--- src/hdl/stepper_phase_sequencer_assert.svh ---
// assertion macros shared by the sequencer rtl
// each check samples on clk_i and is disabled while rst_ni is low
`ifndef STEPPER_PHASE_SEQUENCER_ASSERT_SVH
`define STEPPER_PHASE_SEQUENCER_ASSERT_SVH

`ifndef SYNTH

// same-cycle implication
`define SPS_ASSERT_NOW(lbl, ante, cons) \
  lbl: assert property (@(posedge clk_i) disable iff (!rst_ni) (ante) |-> (cons)) \
    else $error("sps assertion failed");

// next-cycle implication
`define SPS_ASSERT_NEXT(lbl, ante, cons) \
  lbl: assert property (@(posedge clk_i) disable iff (!rst_ni) (ante) |=> (cons)) \
    else $error("sps assertion failed");

`else

`define SPS_ASSERT_NOW(lbl, ante, cons)
`define SPS_ASSERT_NEXT(lbl, ante, cons)

`endif

`endif

--- src/hdl/sps_pkg.sv ---
package sps_pkg;

  // command codes
  localparam logic [1:0] CMD_TICK  = 2'd0;
  localparam logic [1:0] CMD_START = 2'd1;
  localparam logic [1:0] CMD_STOP  = 2'd2;

  // step modes
  localparam logic [1:0] MODE_WAVE  = 2'd0;
  localparam logic [1:0] MODE_FULL  = 2'd1;
  localparam logic [1:0] MODE_HALF  = 2'd2;
  localparam logic [1:0] MODE_MICRO = 2'd3;

  // register indexes
  localparam logic [1:0] REG_STEP_MODE     = 2'd0;
  localparam logic [1:0] REG_CLOCKWISE     = 2'd1;
  localparam logic [1:0] REG_STEP_INTERVAL = 2'd2;

  localparam int unsigned PWM_PERIOD = 1000;
  localparam int unsigned MAX_STEPS  = 65535;

  localparam logic [23:0] INTERVAL_RESET = 24'd10000;

  typedef struct packed {
    logic [1:0]  step_mode;
    logic        clockwise;
    logic [23:0] step_interval;
  } cfg_t;

  typedef struct packed {
    logic [3:0] coils;
    logic       moving;
    logic       step_strobe;
  } res_t;

  // micro-step duty table, 0..1000
  function automatic logic [9:0] duty_lookup(input logic [4:0] idx);
    logic [9:0] d;
    unique case (idx)
      5'd0:  d = 10'd500;
      5'd1:  d = 10'd625;
      5'd2:  d = 10'd750;
      5'd3:  d = 10'd875;
      5'd4:  d = 10'd1000;
      5'd5:  d = 10'd875;
      5'd6:  d = 10'd750;
      5'd7:  d = 10'd625;
      5'd8:  d = 10'd500;
      5'd9:  d = 10'd375;
      5'd10: d = 10'd250;
      5'd11: d = 10'd125;
      5'd29: d = 10'd125;
      5'd30: d = 10'd250;
      5'd31: d = 10'd375;
      default: d = 10'd0;
    endcase
    return d;
  endfunction

  // coil levels for wave, full and half modes; bit0 is coil a
  function automatic logic [3:0] pattern_levels(input logic [1:0] mode,
                                                input logic       cw,
                                                input logic [4:0] phase);
    logic [3:0] lv;
    logic [2:0] off [4];
    logic [2:0] pos;
    lv = '0;
    unique case (mode)
      MODE_WAVE: begin
        off[0] = 3'd0;
        off[1] = 3'd2;
        off[2] = cw ? 3'd3 : 3'd1;
        off[3] = cw ? 3'd1 : 3'd3;
      end
      MODE_FULL: begin
        off[0] = cw ? 3'd1 : 3'd0;
        off[1] = cw ? 3'd3 : 3'd2;
        off[2] = cw ? 3'd0 : 3'd1;
        off[3] = cw ? 3'd2 : 3'd3;
      end
      default: begin
        off[0] = 3'd0;
        off[1] = 3'd4;
        off[2] = 3'd2;
        off[3] = 3'd6;
      end
    endcase
    for (int k = 0; k < 4; k++) begin
      pos = off[k] + phase[2:0];
      unique case (mode)
        MODE_WAVE: lv[k] = (pos[1:0] == 2'd0);
        MODE_FULL: lv[k] = (pos[1:0] < 2'd2);
        default:   lv[k] = (pos < 3'd3);
      endcase
    end
    return lv;
  endfunction

endpackage

--- src/hdl/sps_engine.sv ---
`include "stepper_phase_sequencer_assert.svh"

module sps_engine (
  input  logic              clk_i,
  input  logic              rst_ni,
  input  logic              en_i,
  input  logic [1:0]        command_i,
  input  logic [15:0]       step_count_i,
  input  sps_pkg::cfg_t     cfg_i,
  output sps_pkg::res_t     res_o
);

  logic [4:0]  phase_q, phase_d;
  logic [15:0] steps_q, steps_d;
  logic [23:0] ivl_cnt_q, ivl_cnt_d;
  logic [9:0]  pwm_q, pwm_d;
  logic        busy_q, busy_d;
  logic [3:0]  coil_q, coil_d;

  logic [23:0] ivl;
  logic [23:0] ivl_inc;
  logic [15:0] cnt_sat;
  logic [4:0]  phase_adv;
  logic [9:0]  pwm_cur;
  logic [10:0] pwm_inc;
  logic [3:0]  micro_lv;
  logic        strobe;
  logic        is_micro;
  logic [4:0]  idx [4];

  assign is_micro = (cfg_i.step_mode == sps_pkg::MODE_MICRO);
  assign ivl      = (cfg_i.step_interval == '0) ? 24'd1 : cfg_i.step_interval;
  assign ivl_inc  = ivl_cnt_q + 24'd1;
  assign cnt_sat  = (32'(step_count_i) > sps_pkg::MAX_STEPS) ?
                    16'(sps_pkg::MAX_STEPS) : step_count_i;
  // half and micro run backwards when clockwise
  assign phase_adv = (cfg_i.step_mode[1] && cfg_i.clockwise) ? phase_q - 5'd1
                                                              : phase_q + 5'd1;

  // state update for one item
  always_comb begin
    phase_d   = phase_q;
    steps_d   = steps_q;
    ivl_cnt_d = ivl_cnt_q;
    busy_d    = busy_q;
    coil_d    = coil_q;
    strobe    = 1'b0;
    pwm_cur   = pwm_q;
    unique case (command_i)
      sps_pkg::CMD_START: begin
        phase_d   = '0;
        ivl_cnt_d = '0;
        pwm_cur   = '0;
        if (cnt_sat == '0) begin
          busy_d  = 1'b0;
          steps_d = '0;
        end else begin
          busy_d  = 1'b1;
          steps_d = cnt_sat - 16'd1;
          coil_d  = is_micro ? 4'b0 :
                    sps_pkg::pattern_levels(cfg_i.step_mode, cfg_i.clockwise, 5'd0);
          strobe  = 1'b1;
        end
      end
      sps_pkg::CMD_STOP: begin
        if (busy_q) begin
          busy_d    = 1'b0;
          steps_d   = '0;
          ivl_cnt_d = '0;
          if (is_micro) coil_d = '0;
        end
      end
      sps_pkg::CMD_TICK: begin
        if (busy_q) begin
          if (ivl_inc >= ivl) begin
            ivl_cnt_d = '0;
            if (steps_q != '0) begin
              steps_d = steps_q - 16'd1;
              phase_d = phase_adv;
              coil_d  = is_micro ? 4'b0 :
                        sps_pkg::pattern_levels(cfg_i.step_mode, cfg_i.clockwise,
                                                phase_adv);
              strobe  = 1'b1;
            end else begin
              busy_d = 1'b0;
              steps_d = '0;
              if (is_micro) coil_d = '0;
            end
          end else begin
            ivl_cnt_d = ivl_inc;
          end
        end
      end
      default: ;
    endcase
  end

  // four pwm channels compared at once, per-coil table offsets
  assign idx[0] = phase_d;
  assign idx[1] = phase_d + 5'd16;
  assign idx[2] = phase_d + 5'd8;
  assign idx[3] = phase_d + 5'd24;

  always_comb begin
    for (int k = 0; k < 4; k++) begin
      micro_lv[k] = (pwm_cur < sps_pkg::duty_lookup(idx[k]));
    end
  end

  // pwm counter advances on ticks after the output is formed
  assign pwm_inc = {1'b0, pwm_q} + 11'd1;
  always_comb begin
    pwm_d = pwm_cur;
    if (command_i == sps_pkg::CMD_TICK) begin
      pwm_d = (32'(pwm_inc) >= sps_pkg::PWM_PERIOD) ? 10'd0 : pwm_inc[9:0];
    end
  end

  assign res_o.coils       = (busy_d && is_micro) ? micro_lv : coil_d;
  assign res_o.moving      = busy_d;
  assign res_o.step_strobe = strobe;

  // state registers
  always_ff @(posedge clk_i or negedge rst_ni) begin
    if (!rst_ni) begin
      phase_q   <= '0;
      steps_q   <= '0;
      ivl_cnt_q <= '0;
      pwm_q     <= '0;
      busy_q    <= 1'b0;
      coil_q    <= '0;
    end else if (en_i) begin
      phase_q   <= phase_d;
      steps_q   <= steps_d;
      ivl_cnt_q <= ivl_cnt_d;
      pwm_q     <= pwm_d;
      busy_q    <= busy_d;
      coil_q    <= coil_d;
    end
  end

  `SPS_ASSERT_NOW(a_steps_only_busy, steps_q != '0, busy_q)
  `SPS_ASSERT_NOW(a_ivl_only_busy, ivl_cnt_q != '0, busy_q)
  `SPS_ASSERT_NOW(a_pwm_in_period, 1'b1, pwm_q < 10'(sps_pkg::PWM_PERIOD))

endmodule

--- src/hdl/stepper_phase_sequencer.sv ---
// channel | direction | transfer when
// --------+-----------+---------------------------------------------
// in      | to block  | in_valid_i high and in_stall_o low at clk_i
// out     | from block| out_valid_o high and out_stall_i low at clk_i
// apb     | to block  | psel, penable, pwrite (pready tied high)
//
// one item per clock sustained while the output does not stall; each input transfer
// goes through the input register, then step logic into the result register
// rst_ni clears the timers, phase, move state and coils; registers reload
// their defaults (full step, clockwise, 10000 ticks)
// a stall on a full result register holds both stages; in_stall_o rises only when the
// input register is full and cannot move on
`include "stepper_phase_sequencer_assert.svh"

module stepper_phase_sequencer (
  input  logic        clk_i,
  input  logic        rst_ni,
  // input channel
  input  logic        in_valid_i,
  output logic        in_stall_o,
  input  logic [1:0]  command_i,
  input  logic [15:0] step_count_i,
  // output channel
  output logic        out_valid_o,
  input  logic        out_stall_i,
  output logic        coil_a_o,
  output logic        coil_b_o,
  output logic        coil_c_o,
  output logic        coil_d_o,
  output logic        moving_o,
  output logic        step_strobe_o,
  // configuration
  input  logic        psel,
  input  logic        penable,
  input  logic        pwrite,
  input  logic [3:0]  paddr,
  input  logic [31:0] pwdata,
  output logic [31:0] prdata,
  output logic        pready
);

  sps_pkg::cfg_t cfg_q;
  logic          cfg_wr;
  logic [1:0]    reg_idx;

  logic          s1_valid_q;
  logic [1:0]    s1_cmd_q;
  logic [15:0]   s1_cnt_q;
  logic          advance;

  sps_pkg::res_t res_d, res_q;
  logic          out_valid_q;

  // register file
  assign pready  = 1'b1;
  assign cfg_wr  = psel && penable && pwrite;
  assign reg_idx = paddr[3:2];

  always_ff @(posedge clk_i or negedge rst_ni) begin
    if (!rst_ni) begin
      cfg_q.step_mode     <= sps_pkg::MODE_FULL;
      cfg_q.clockwise     <= 1'b1;
      cfg_q.step_interval <= sps_pkg::INTERVAL_RESET;
    end else if (cfg_wr) begin
      unique case (reg_idx)
        sps_pkg::REG_STEP_MODE:     cfg_q.step_mode     <= pwdata[1:0];
        sps_pkg::REG_CLOCKWISE:     cfg_q.clockwise     <= pwdata[0];
        sps_pkg::REG_STEP_INTERVAL: cfg_q.step_interval <= pwdata[23:0];
        default: ;
      endcase
    end
  end

  always_comb begin
    unique case (reg_idx)
      sps_pkg::REG_STEP_MODE:     prdata = {30'd0, cfg_q.step_mode};
      sps_pkg::REG_CLOCKWISE:     prdata = {31'd0, cfg_q.clockwise};
      sps_pkg::REG_STEP_INTERVAL: prdata = {8'd0, cfg_q.step_interval};
      default:                    prdata = '0;
    endcase
  end

  // pipeline moves when the result register is empty or being drained
  assign advance    = !out_valid_q || !out_stall_i;
  assign in_stall_o = s1_valid_q && !advance;

  // input register
  always_ff @(posedge clk_i or negedge rst_ni) begin
    if (!rst_ni) begin
      s1_valid_q <= 1'b0;
    end else if (!in_stall_o) begin
      s1_valid_q <= in_valid_i;
    end
  end

  always_ff @(posedge clk_i) begin
    if (in_valid_i && !in_stall_o) begin
      s1_cmd_q <= command_i;
      s1_cnt_q <= step_count_i;
    end
  end

  // step logic and move state
  sps_engine u_engine (
    .clk_i        (clk_i),
    .rst_ni       (rst_ni),
    .en_i         (s1_valid_q && advance),
    .command_i    (s1_cmd_q),
    .step_count_i (s1_cnt_q),
    .cfg_i        (cfg_q),
    .res_o        (res_d)
  );

  // result register
  always_ff @(posedge clk_i or negedge rst_ni) begin
    if (!rst_ni) begin
      out_valid_q <= 1'b0;
    end else if (advance) begin
      out_valid_q <= s1_valid_q;
    end
  end

  always_ff @(posedge clk_i) begin
    if (s1_valid_q && advance) begin
      res_q <= res_d;
    end
  end

  assign out_valid_o   = out_valid_q;
  assign coil_a_o      = res_q.coils[0];
  assign coil_b_o      = res_q.coils[1];
  assign coil_c_o      = res_q.coils[2];
  assign coil_d_o      = res_q.coils[3];
  assign moving_o      = res_q.moving;
  assign step_strobe_o = res_q.step_strobe;

  `SPS_ASSERT_NOW(a_stall_needs_item, in_stall_o, s1_valid_q && out_valid_q)
  `SPS_ASSERT_NEXT(a_item_reaches_out, s1_valid_q && advance, out_valid_q)
  `SPS_ASSERT_NOW(a_strobe_while_moving, out_valid_o && step_strobe_o, moving_o)

endmodule

--- config.mk ---
export PLATFORM = sky130hd
export DESIGN_NAME = stepper_phase_sequencer
export DESIGN_NICKNAME = d
export VERILOG_FILES = /design/src/hdl/sps_pkg.sv /design/src/hdl/sps_engine.sv /design/src/hdl/stepper_phase_sequencer.sv
export VERILOG_INCLUDE_DIRS = /design/src /design/src/hdl
export SDC_FILE = /design/constraint.sdc
export NUM_CORES = 1
export LEC_CHECK = 0
export ABC_CLOCK_PERIOD_IN_PS = 8400
export BUFFER_PORTS_ARGS = -buffer_cell sky130_fd_sc_hd__buf_2
export CORE_ASPECT_RATIO = 0.9
export CORE_MARGIN = 1.5
export CORE_UTILIZATION = 45
export DETAILED_ROUTE_END_ITERATION = 6
export GPL_ROUTABILITY_DRIVEN = 0
export RECOVER_POWER = 25
export SYNTH_ARGS = -nofsm -noshare
export SYNTH_HDL_FRONTEND = slang
export SYNTH_SLANG_ARGS = --single-unit
--- constraint.sdc ---
create_clock -name clk_i -period 8.4 [get_ports clk_i]
set_input_delay 1.26 -clock clk_i [delete_from_list [all_inputs] [get_ports clk_i]]
set_output_delay 1.26 -clock clk_i [all_outputs]
set_load 0.1 [all_outputs]
After elaboration in Yosys (flattened, before gate mapping)
Memories as Yosys holds them, arrays and structs flattened.
Index checks and enable logic that the tools add are counted.
{"block": "op_classes", "add_sub_neg": 13, "multipliers": 0, "div": 0, "n_lt_le_gt_ge": 22, "eq_ne": 9, "n_shift": 0, "n_mux": 59, "bitwise": 0, "reduce_logical": 32}
{"op": "case mux 24 bit (3 select lines)", "count": 2}
{"op": "two-way mux 24 bit", "count": 4}
{"op": "two-way mux 16 bit", "count": 5}
{"op": "two-way mux 12 bit", "count": 6}
{"op": "case mux 16 bit (3 select lines)", "count": 1}
{"op": "< comparator 10 bit", "count": 4}
{"op": "two-way mux 4 bit", "count": 9}
{"op": "subtractor 16 x 1 -> 16 bit (second input constant)", "count": 2}
{"op": "two-way mux 10 bit", "count": 3}
{"op": "adder 24 x 1 -> 24 bit (second input constant)", "count": 1}
{"op": "greater-or-equal comparator 24 bit", "count": 1}
{"op": "zero test 24 bit", "count": 1}
{"op": "< comparator 3 x 2 -> 1 bit (second input constant)", "count": 8}
{"op": "case mux 12 bit (2 select lines)", "count": 1}
{"op": "zero test 2 bit", "count": 11}
{"op": "two-way mux 5 bit", "count": 4}
{"op": "case mux 1 bit (2 select lines)", "count": 9}
{"op": "zero test 16 bit", "count": 1}
{"op": "< comparator 2 bit (second input constant)", "count": 8}
{"op": "nonzero test 16 bit", "count": 1}
{"op": "adder 3 bit", "count": 4}
{"op": "case mux 4 bit (3 select lines)", "count": 1}
{"op": "adder 10 x 1 -> 11 bit (second input constant)", "count": 1}
{"op": "greater-or-equal comparator 11 x 10 -> 1 bit (second input constant)", "count": 1}
{"op": "18 further kinds", "count": 46}
{"block": "word_totals", "reg_bits": 113, "latchBits": 0, "ramBits": 0, "romBits": 1280, "in_bits": 61, "output_inout_bits": 41, "word_cells": 155, "mem_count": 4}
{"memory": "(no name shown)", "depth": 32, "width": 10, "rd": 1, "rd_ports_with_merged_regs": 0, "wr": 0, "line_no": "sps_pkg.sv:39", "source": "unique case (idx)"}
{"memory": "(no name shown)", "depth": 32, "width": 10, "rd": 1, "rd_ports_with_merged_regs": 0, "wr": 0, "line_no": "sps_pkg.sv:39"}
{"memory": "(no name shown)", "depth": 32, "width": 10, "rd": 1, "rd_ports_with_merged_regs": 0, "wr": 0, "line_no": "sps_pkg.sv:39"}
{"memory": "(no name shown)", "depth": 32, "width": 10, "rd": 1, "rd_ports_with_merged_regs": 0, "wr": 0, "line_no": "sps_pkg.sv:39"}

Longest topological paths before layout
Gate-level depths: netlist of run 1.
{"block": "depth", "ltp_word": 15, "depth_mapped": 32, "depth_no_buf": 29}

By module
A second synthesis of run 1 with hierarchy kept.
{"block": "hier_totals", "cells_unflattened": 980, "area_unflattened_um2": 8723.4}
{"mod": "sps_engine", "n_inst": 1, "cells_each": 847, "area_each_um2": 6608.8, "seq_area_each_um2": 1501.4}
{"mod": "stepper_phase_sequencer", "n_inst": 1, "cells_each": 133, "area_each_um2": 2114.5, "seq_area_each_um2": 1455.1}

Worst setup path after synthesis of run 1
OpenSTA, ideal clock, no wires.
{"block": "synth_path", "kind": "register -> register", "start": "register u_engine.ivl_cnt_q[0]", "end": "register res_q, in the netlist coil_a_o (data pin)", "setup_time_ns": 0.165, "arrival_ns": 5.921, "t_required_ns": 8.235, "slack_ns": 2.314, "stages_incl_launch_ff": 29, "n_path_buf": 1, "period_less_slack_ns": 6.086, "path_cell_list": "dfrtp_1 ha_1 nand3_1 nor4_1 nand2_1 nor2_1 nand3_1 xnor2_1 ha_1 a21oi_1 a21boi_0 a211oi_1 nor3_2 or2_4 o311a_1 buf_2 ha_1 or3_1 a21oi_1 a21oi_1 ha_1 a21o_1 a21o_1 a21o_1 a21oi_1 o21ai_0 nor3_1 a21oi_1 o31ai_2"}
{"element": "start, declared", "line_no": "sps_engine.sv:15", "source": "logic [23:0] ivl_cnt_q, ivl_cnt_d;"}
{"element": "start signal, assigned", "line_no": "sps_engine.sv:135", "source": "ivl_cnt_q <= ivl_cnt_d;"}
{"element": "end signal, assigned", "line_no": "stepper_phase_sequencer.sv:125", "source": "res_q <= res_d;"}
{"element": "end, declared", "line_no": "stepper_phase_sequencer.sv:51", "source": "sps_pkg::res_t res_d, res_q;"}

==> results of run 1 <==
per-layer routing:
metal  share of wire [%]  GRT usage [%]
met5                   0              0
met4                0.78          5.610
met3                 5.8          3.300
met2                  41          30.99
met1                  53          35.80
sequential cells by signal, indices dropped and copies added (netlist names), 2 cells and up:
| register | flops |
|---|---|
| u_engine.ivl_cnt_q | 24 |
| u_engine.phase_q | 5 |
| s1_cnt_q | 16 |
| s1_cmd_q | 2 |
| u_engine.steps_q | 16 |
| cfg_q | 27 |
| u_engine.pwm_q | 10 |
| u_engine.coil_q | 4 |
path summary, 6_finish.rpt:
check | from | endpoint | slack, ns | cells past startpoint
max | u_engine.ivl_cnt_q[0]$_DFFE_PN0P_ | coil_a_o$_DFFE_PP_ | 1.39 | 28
min | s1_valid_q$_DFFE_PN0N_ | out_valid_o$_DFFE_PN0N_ | 0.49 | 1
max reg2reg | u_engine.ivl_cnt_q[0]$_DFFE_PN0P_ | coil_a_o$_DFFE_PP_ | 1.39 | 28
min reg2reg | s1_valid_q$_DFFE_PN0N_ | out_valid_o$_DFFE_PN0N_ | 0.49 | 1
max in group asynchronous | rst_ni | u_engine.steps_q[10]$_DFFE_PN0P_ | 3.32 | 2
min in group asynchronous | rst_ni | cfg_q[5]$_DFFE_PN0P_ | 1.23 | 1
power by group through the flow:
stage	registers (uW)	clock network, uW	logic (uW)
6_report	741	777	743
5_1_grt	754	816	825
4_1_cts	740	791	739
3_5_place_dp	748	0	735
3_3_place_gp	746	0	725
2_1_floorplan	760	0	542
cells by family (layout without fill, tap and decap cells):
| kind of cell | count (synthesis) | after routing | share of synthesized area, % |
|---|---|---|---|
| AO/OA/AOI/OAI | 295 | 295 | 20.79 |
| XOR/XNOR | 44 | 44 | 4.401 |
| adder cells (fa/ha/maj) | 82 | 82 | 12.03 |
| buffers and inverters | 99 | 169 | 4.816 |
| flip-flops | 113 | 113 | 33.77 |
| multiplexers | 17 | 17 | 2.344 |
| other | 2 | 9 | 0.08577 |
| AND/OR/NAND/NOR | 379 | 379 | 21.76 |
stage by stage:
| step | std cells | worst slack, ns | total power, uW | cell area, um^2 | hold WS, ns |
|---|---|---|---|---|---|
| 5_1_grt | 1358 | 0.8493 | 2395 | 9962 | 0.5285 |
| 4_1_cts | 1358 | 1.489 | 2270 | 9983 | 0.4954 |
| 2_1_floorplan | 1038 | 2.314 | 1302 | 8782 | 0.4492 |
| 3_5_place_dp | 1326 | 1.535 | 1484 | 9341 | 0.4787 |
| 3_3_place_gp | 1326 | 1.600 | 1472 | 9341 | 0.4666 |
| 6_report | 1358 | 1.390 | 2261 | 9962 | 0.4930 |
cell usage in the layout, fill, tap and decap left out, drive strengths merged, types with 32 or more instances in the layout:
| cell type | Yosys | layout |
|---|---|---|
| xnor2 | 32 | 32 |
| buf | 21 | 86 |
| dfrtp | 82 | 82 |
| nand2 | 121 | 121 |
| nor2 | 72 | 72 |
| ha | 77 | 77 |
| and2 | 37 | 37 |
| a21oi | 53 | 53 |
| inv | 46 | 48 |
| o21ai | 127 | 127 |
cell type report:
class | instances | area, um^2 | area share, %
sequential | 113 | 2957 | 29.68
timing repair buffer | 91 | 464.2 | 4.660
tap | 250 | 312.8 | 3.140
clock inverter | 10 | 146.4 | 1.469
inverter | 46 | 172.7 | 1.733
multi-input combinational | 826 | 5414 | 54.35
clock buffer | 22 | 495.5 | 4.974
==> impl_metrics.toml, run 1 <==
[timing]
skew_ns = 0.008885
fin_tns_setup_ns = 0
worst_slew_pin_slew_ns = 3.305
fmax_ghz = 0.1426
finalSetupViolCount = 0
slew_viol_final = 140
fin_crit_sh_pct = 83.46
rsz0062_at_grt = "false"
period_minus_slack_ns = 7.010
hold_viol = 0
slew_headroom_pct = -120.4

[status]
status = "finished with violations"
violations = "capacitance limit, slew limit"

[route]
vias = 7658
final_antenna_net_count = 0
finalWirelength_um = 22120
vias_per_cell = 5.639
drt_iter0_markers = 583
wl_per_cell_um = 16.29
drc_errors = 0
firstDrtPassIters = 5

[global_route]
grt_pass1_vias = 6914
grt-ovfl-total = 0
antenna_found_initial = 0
grt_pass1_wl_um = 35910
grt.total_usage_pct = 22.40
grt_max_degree = 61

[place]
portBuffers = 82
hpwl_um = 16370

[power]
ir_worst_vdd_mv = 0.1565
switching_share_pct = 37.49
powerDensity_nw_per_um2 = 227.0
p_clk_share_pct = 34.4
intPower_uw = 1413
p_seq_share_pct = 32.8
power.combinational.fraction_pct = 32.9
switchingPower_uw = 847.7
p_leak_uw = 0.004477

[floorplanning]
core_area_um2 = 19100
start_util_pct = 45.85
ios = 102
die_x_um = 150.0
fp.dieArea_um2 = 20300
die_h_um = 135.3
rows = 48

[synth]
synth_common_cells = "o21ai_0 (124), nand2_1 (121), dfrtp_1 (82), ha_1 (77), nor2_1 (72)"
synth_cells = 1031
yosys_register_bits = 113
yosysMostFrequentCell = "o21ai_0"
postSynth.asyncResetShare_pct = 78.76
synth_top_cells_by_area = "dfrtp_1 (23%), ha_1 (11%), edfxtp_1 (8.2%)"
synth_top_area_cell = "dfrtp_1"
ys_seq_area_share_pct = 33.77
synth_flop_cell = "dfrtp_1"
synth_cell_type_count = 74
avgSynthCellArea_um2 = 8.493
synth_warnings = 0
synth-edff-count = 24
yosysTopAreaCellShare_pct = 23.44
synth_area_um2 = 8756

[cts]
htreeDepth = 4
clk_path_buf_depth = 2
cts_resized = 0
cts_tree = "done"
cts.sinks = 113
post-cts-setup-buffers = 0
ctsHoldBuffers = 0
clk_latency_ns = 0.41
cts_made_buffers = 17
cts_root_buf = "clkbuf_16"
clk_pin_slew_worst_paths_ns = 0.06

[finish]
n_fill_cell = 1816
areaGrowthSynthToFinish_pct = 13.78
drive_gt1_share_pct = 13.63
diodes = 0
utilization_pct = 52.16
nets = 1237

[hold_path]
min_path_type = "reg -> reg"

[worst_setup_path]
cp_slowest_cell = "o311a_1"
critPathTopFamily = "compound AO/OA/AOI/OAI gates"
cpPeakStageDelay_ns = 0.46
timing.critical_path.mode_cell = "a21oi_1"
cp_max_fo = 10
worstPathRequired_ns = 8.63
critPathLaunchType = "flop"
crit_arrival_ns = 7.24
crit_type = "reg -> reg"
cp.buffers_inverters = 1
end_kind = "flop"

[flow_run]
maxCapViolations = 3
(Power assumes the default switching activity.)
==> inputs of run 2 (changes only) <==
--- a/config.mk
+++ b/config.mk
@@ -6,7 +6,7 @@
 export SDC_FILE = /design/constraint.sdc
 export NUM_CORES = 1
 export LEC_CHECK = 0
-export ABC_CLOCK_PERIOD_IN_PS = 8400
+export ABC_CLOCK_PERIOD_IN_PS = 6500
 export BUFFER_PORTS_ARGS = -buffer_cell sky130_fd_sc_hd__buf_2
 export CORE_ASPECT_RATIO = 0.9
 export CORE_MARGIN = 1.5
==> constraint.sdc (replaced) <==
create_clock -name clk_i -period 6.5 [get_ports clk_i]
set_input_delay 0.975 -clock clk_i [delete_from_list [all_inputs] [get_ports clk_i]]
set_output_delay 0.975 -clock clk_i [all_outputs]
set_load 0.1 [all_outputs]
==> impl_metrics.toml, run 2 (synthesis results as in run 1) <==
[worst_setup_path]
crit_cells = 25
cp.buffers_inverters = 1
critPathLaunchType = "flop"
cp_max_fo = 7
worstReg2RegStart = "u_engine.ivl_cnt_q[2]$_DFFE_PN0P_"
cpPeakStageDelay_ns = 0.54
end_kind = "flop"
critPathCapture = "coil_d_o$_DFFE_PP_"
crit_arrival_ns = 6.42
reg2reg_to = "coil_d_o$_DFFE_PP_"
worstPathRequired_ns = 6.75
cp_slowest_cell = "or4_1"
r2r_cells = 25
r2r_slack_ns = 0.32
cp-startpoint = "u_engine.ivl_cnt_q[2]$_DFFE_PN0P_"
crit_type = "reg -> reg"
critPathTopFamily = "simple AND/OR/NAND/NOR gates"

[power]
intPower_uw = 1785
powerDensity_nw_per_um2 = 283.7
p_leak_uw = 0.004580
ir_worst_vdd_mv = 0.1586
power.combinational.fraction_pct = 33.7
p_clk_share_pct = 33.1
p_seq_share_pct = 33.2
switchingPower_uw = 1094
switching_share_pct = 38.00

[place]
hpwl_um = 16450
dp_cells = 1341
dpl_cell_area_um2 = 9467
portBuffers = 82

[route]
firstDrtPassIters = 5
vias = 7653
drc_errors = 0
final_antenna_net_count = 0
wl_per_cell_um = 15.84
drt_iter0_markers = 530
vias_per_cell = 5.570
finalWirelength_um = 21770

[finish]
final_common_cell = "o21ai_0"
fin_area_um2 = 10150
areaGrowthSynthToFinish_pct = 15.88
largestRegisters = "cfg_q (27), u_engine.ivl_cnt_q (24)"
nets = 1253
largest_reg_flops = 27
diodes = 0
multi_input_area_um2 = 5493
drive_gt1_share_pct = 16.64
final_cells = 1374
mostFrequentLayoutCells = "o21ai_0 (123), nand2_1 (121), dfrtp_1 (80), buf_2 (80), ha_1 (75)"
n_fill_cell = 1818
utilization_pct = 53.13
top_register = "cfg_q"
seq_area_um2 = 2959

[cts]
ctsHoldBuffers = 0
clk_pin_slew_worst_paths_ns = 0.06
cts_made_buffers = 17
htreeDepth = 4
clk_latency_ns = 0.41
cts.sinks = 113
clk_path_buf_depth = 2
cts_tree = "done"
cts_root_buf = "clkbuf_16"

[status]
status = "finished with violations"
violations = "capacitance limit, slew limit"

[floorplanning]
ios = 102
rows = 48
die_x_um = 150.0
fp.dieArea_um2 = 20300
start_util_pct = 45.85
core_area_um2 = 19100
die_h_um = 135.3

[timing]
skew_ns = 0.01430
period_minus_slack_ns = 6.176
fmax_ghz = 0.1619
rsz0062_at_grt = "true"
worst_slew_pin_slew_ns = 3.471
slew_headroom_pct = -131.4
fin_crit_sh_pct = 95.02
hold_viol = 0
finalSetupViolCount = 0
slew_viol_final = 140

[global_route]
grt.total_usage_pct = 22.16
antenna_found_initial = 0
grt_pass1_vias = 6997
grt_max_degree = 61
grt_pass1_wl_um = 35600
grt-ovfl-total = 0

[hold_path]
min_path_type = "reg -> reg"

[flow_run]
maxCapViolations = 3
run 2: cell count changes in the layout (fill, tap and decap cells not counted), moves of 3 or more:
cell / before / now
clkbuf_8: 3 / 0
nor2_2: 0 / 3
buf_4: 6 / 22
nor2_1: 72 / 69
run 2: final cells by class:
| class | instances | area share [%] |
|---|---|---|
| multi-input combinational | 826 | 54.14 |
| sequential | 113 | 29.17 |
| timing repair buffer | 107 | 5.919 |
| clock buffer | 17 | 4.193 |
| tap | 250 | 3.083 |
| clock inverter | 15 | 1.800 |
| inverter | 46 | 1.702 |
run 2: what timing repair did:
action                     in CTS  in global routing
setup buffers                   0                  1
setup endpoints to repair       0                  4
gates resized for setup         0                 21
run 2: per-layer routing:
layer | vias to the layer above | global-route usage, % | part of all wire [%] | routed length (um)
met5 | - | 0 | 0 | 0
li1 | 3871 | - | - | -
met2 | 230 | 30.40 | 39 | 8555
met1 | 3542 | 35.37 | 54 | 11740
met4 | 0 | 4.793 | 0.57 | 123
met3 | 10 | 4.141 | 6.2 | 1353
run 2: power groups by stage:
stage,registers [uW],clock network [uW],logic (uW)
after floorplan,982,0,700
after global placement,965,0,947
after detailed placement,966,0,958
after CTS,955,979,962
after global routing,974,1010,1080
final,956,954,969
run 2: worst min path at each step:
stage	start	to	cells after the start
2_1_floorplan	s1_valid_q$_DFFE_PN0N_	out_valid_o$_DFFE_PN0N_	1
3_3_place_gp	s1_valid_q$_DFFE_PN0N_	out_valid_o$_DFFE_PN0N_	1
3_5_place_dp	s1_valid_q$_DFFE_PN0N_	out_valid_o$_DFFE_PN0N_	1
4_1_cts	rst_ni	cfg_q[5]$_DFFE_PN0P_	1
5_1_grt	s1_valid_q$_DFFE_PN0N_	out_valid_o$_DFFE_PN0N_	1
6_report	s1_valid_q$_DFFE_PN0N_	out_valid_o$_DFFE_PN0N_	1
run 2: metrics by stage:
step                      total power [uW]  setup TNS [ns]  hold WS [ns]  setup WS, ns
final                                 2879               0        0.4877        0.3239
after global routing                  3058        -0.07476        0.5224      -0.04043
after CTS                             2895               0        0.4894       0.06562
after detailed placement              1924               0        0.4787       0.07995
after global placement                1913               0        0.4655        0.1598
after floorplan                       1683               0        0.4492        0.4140
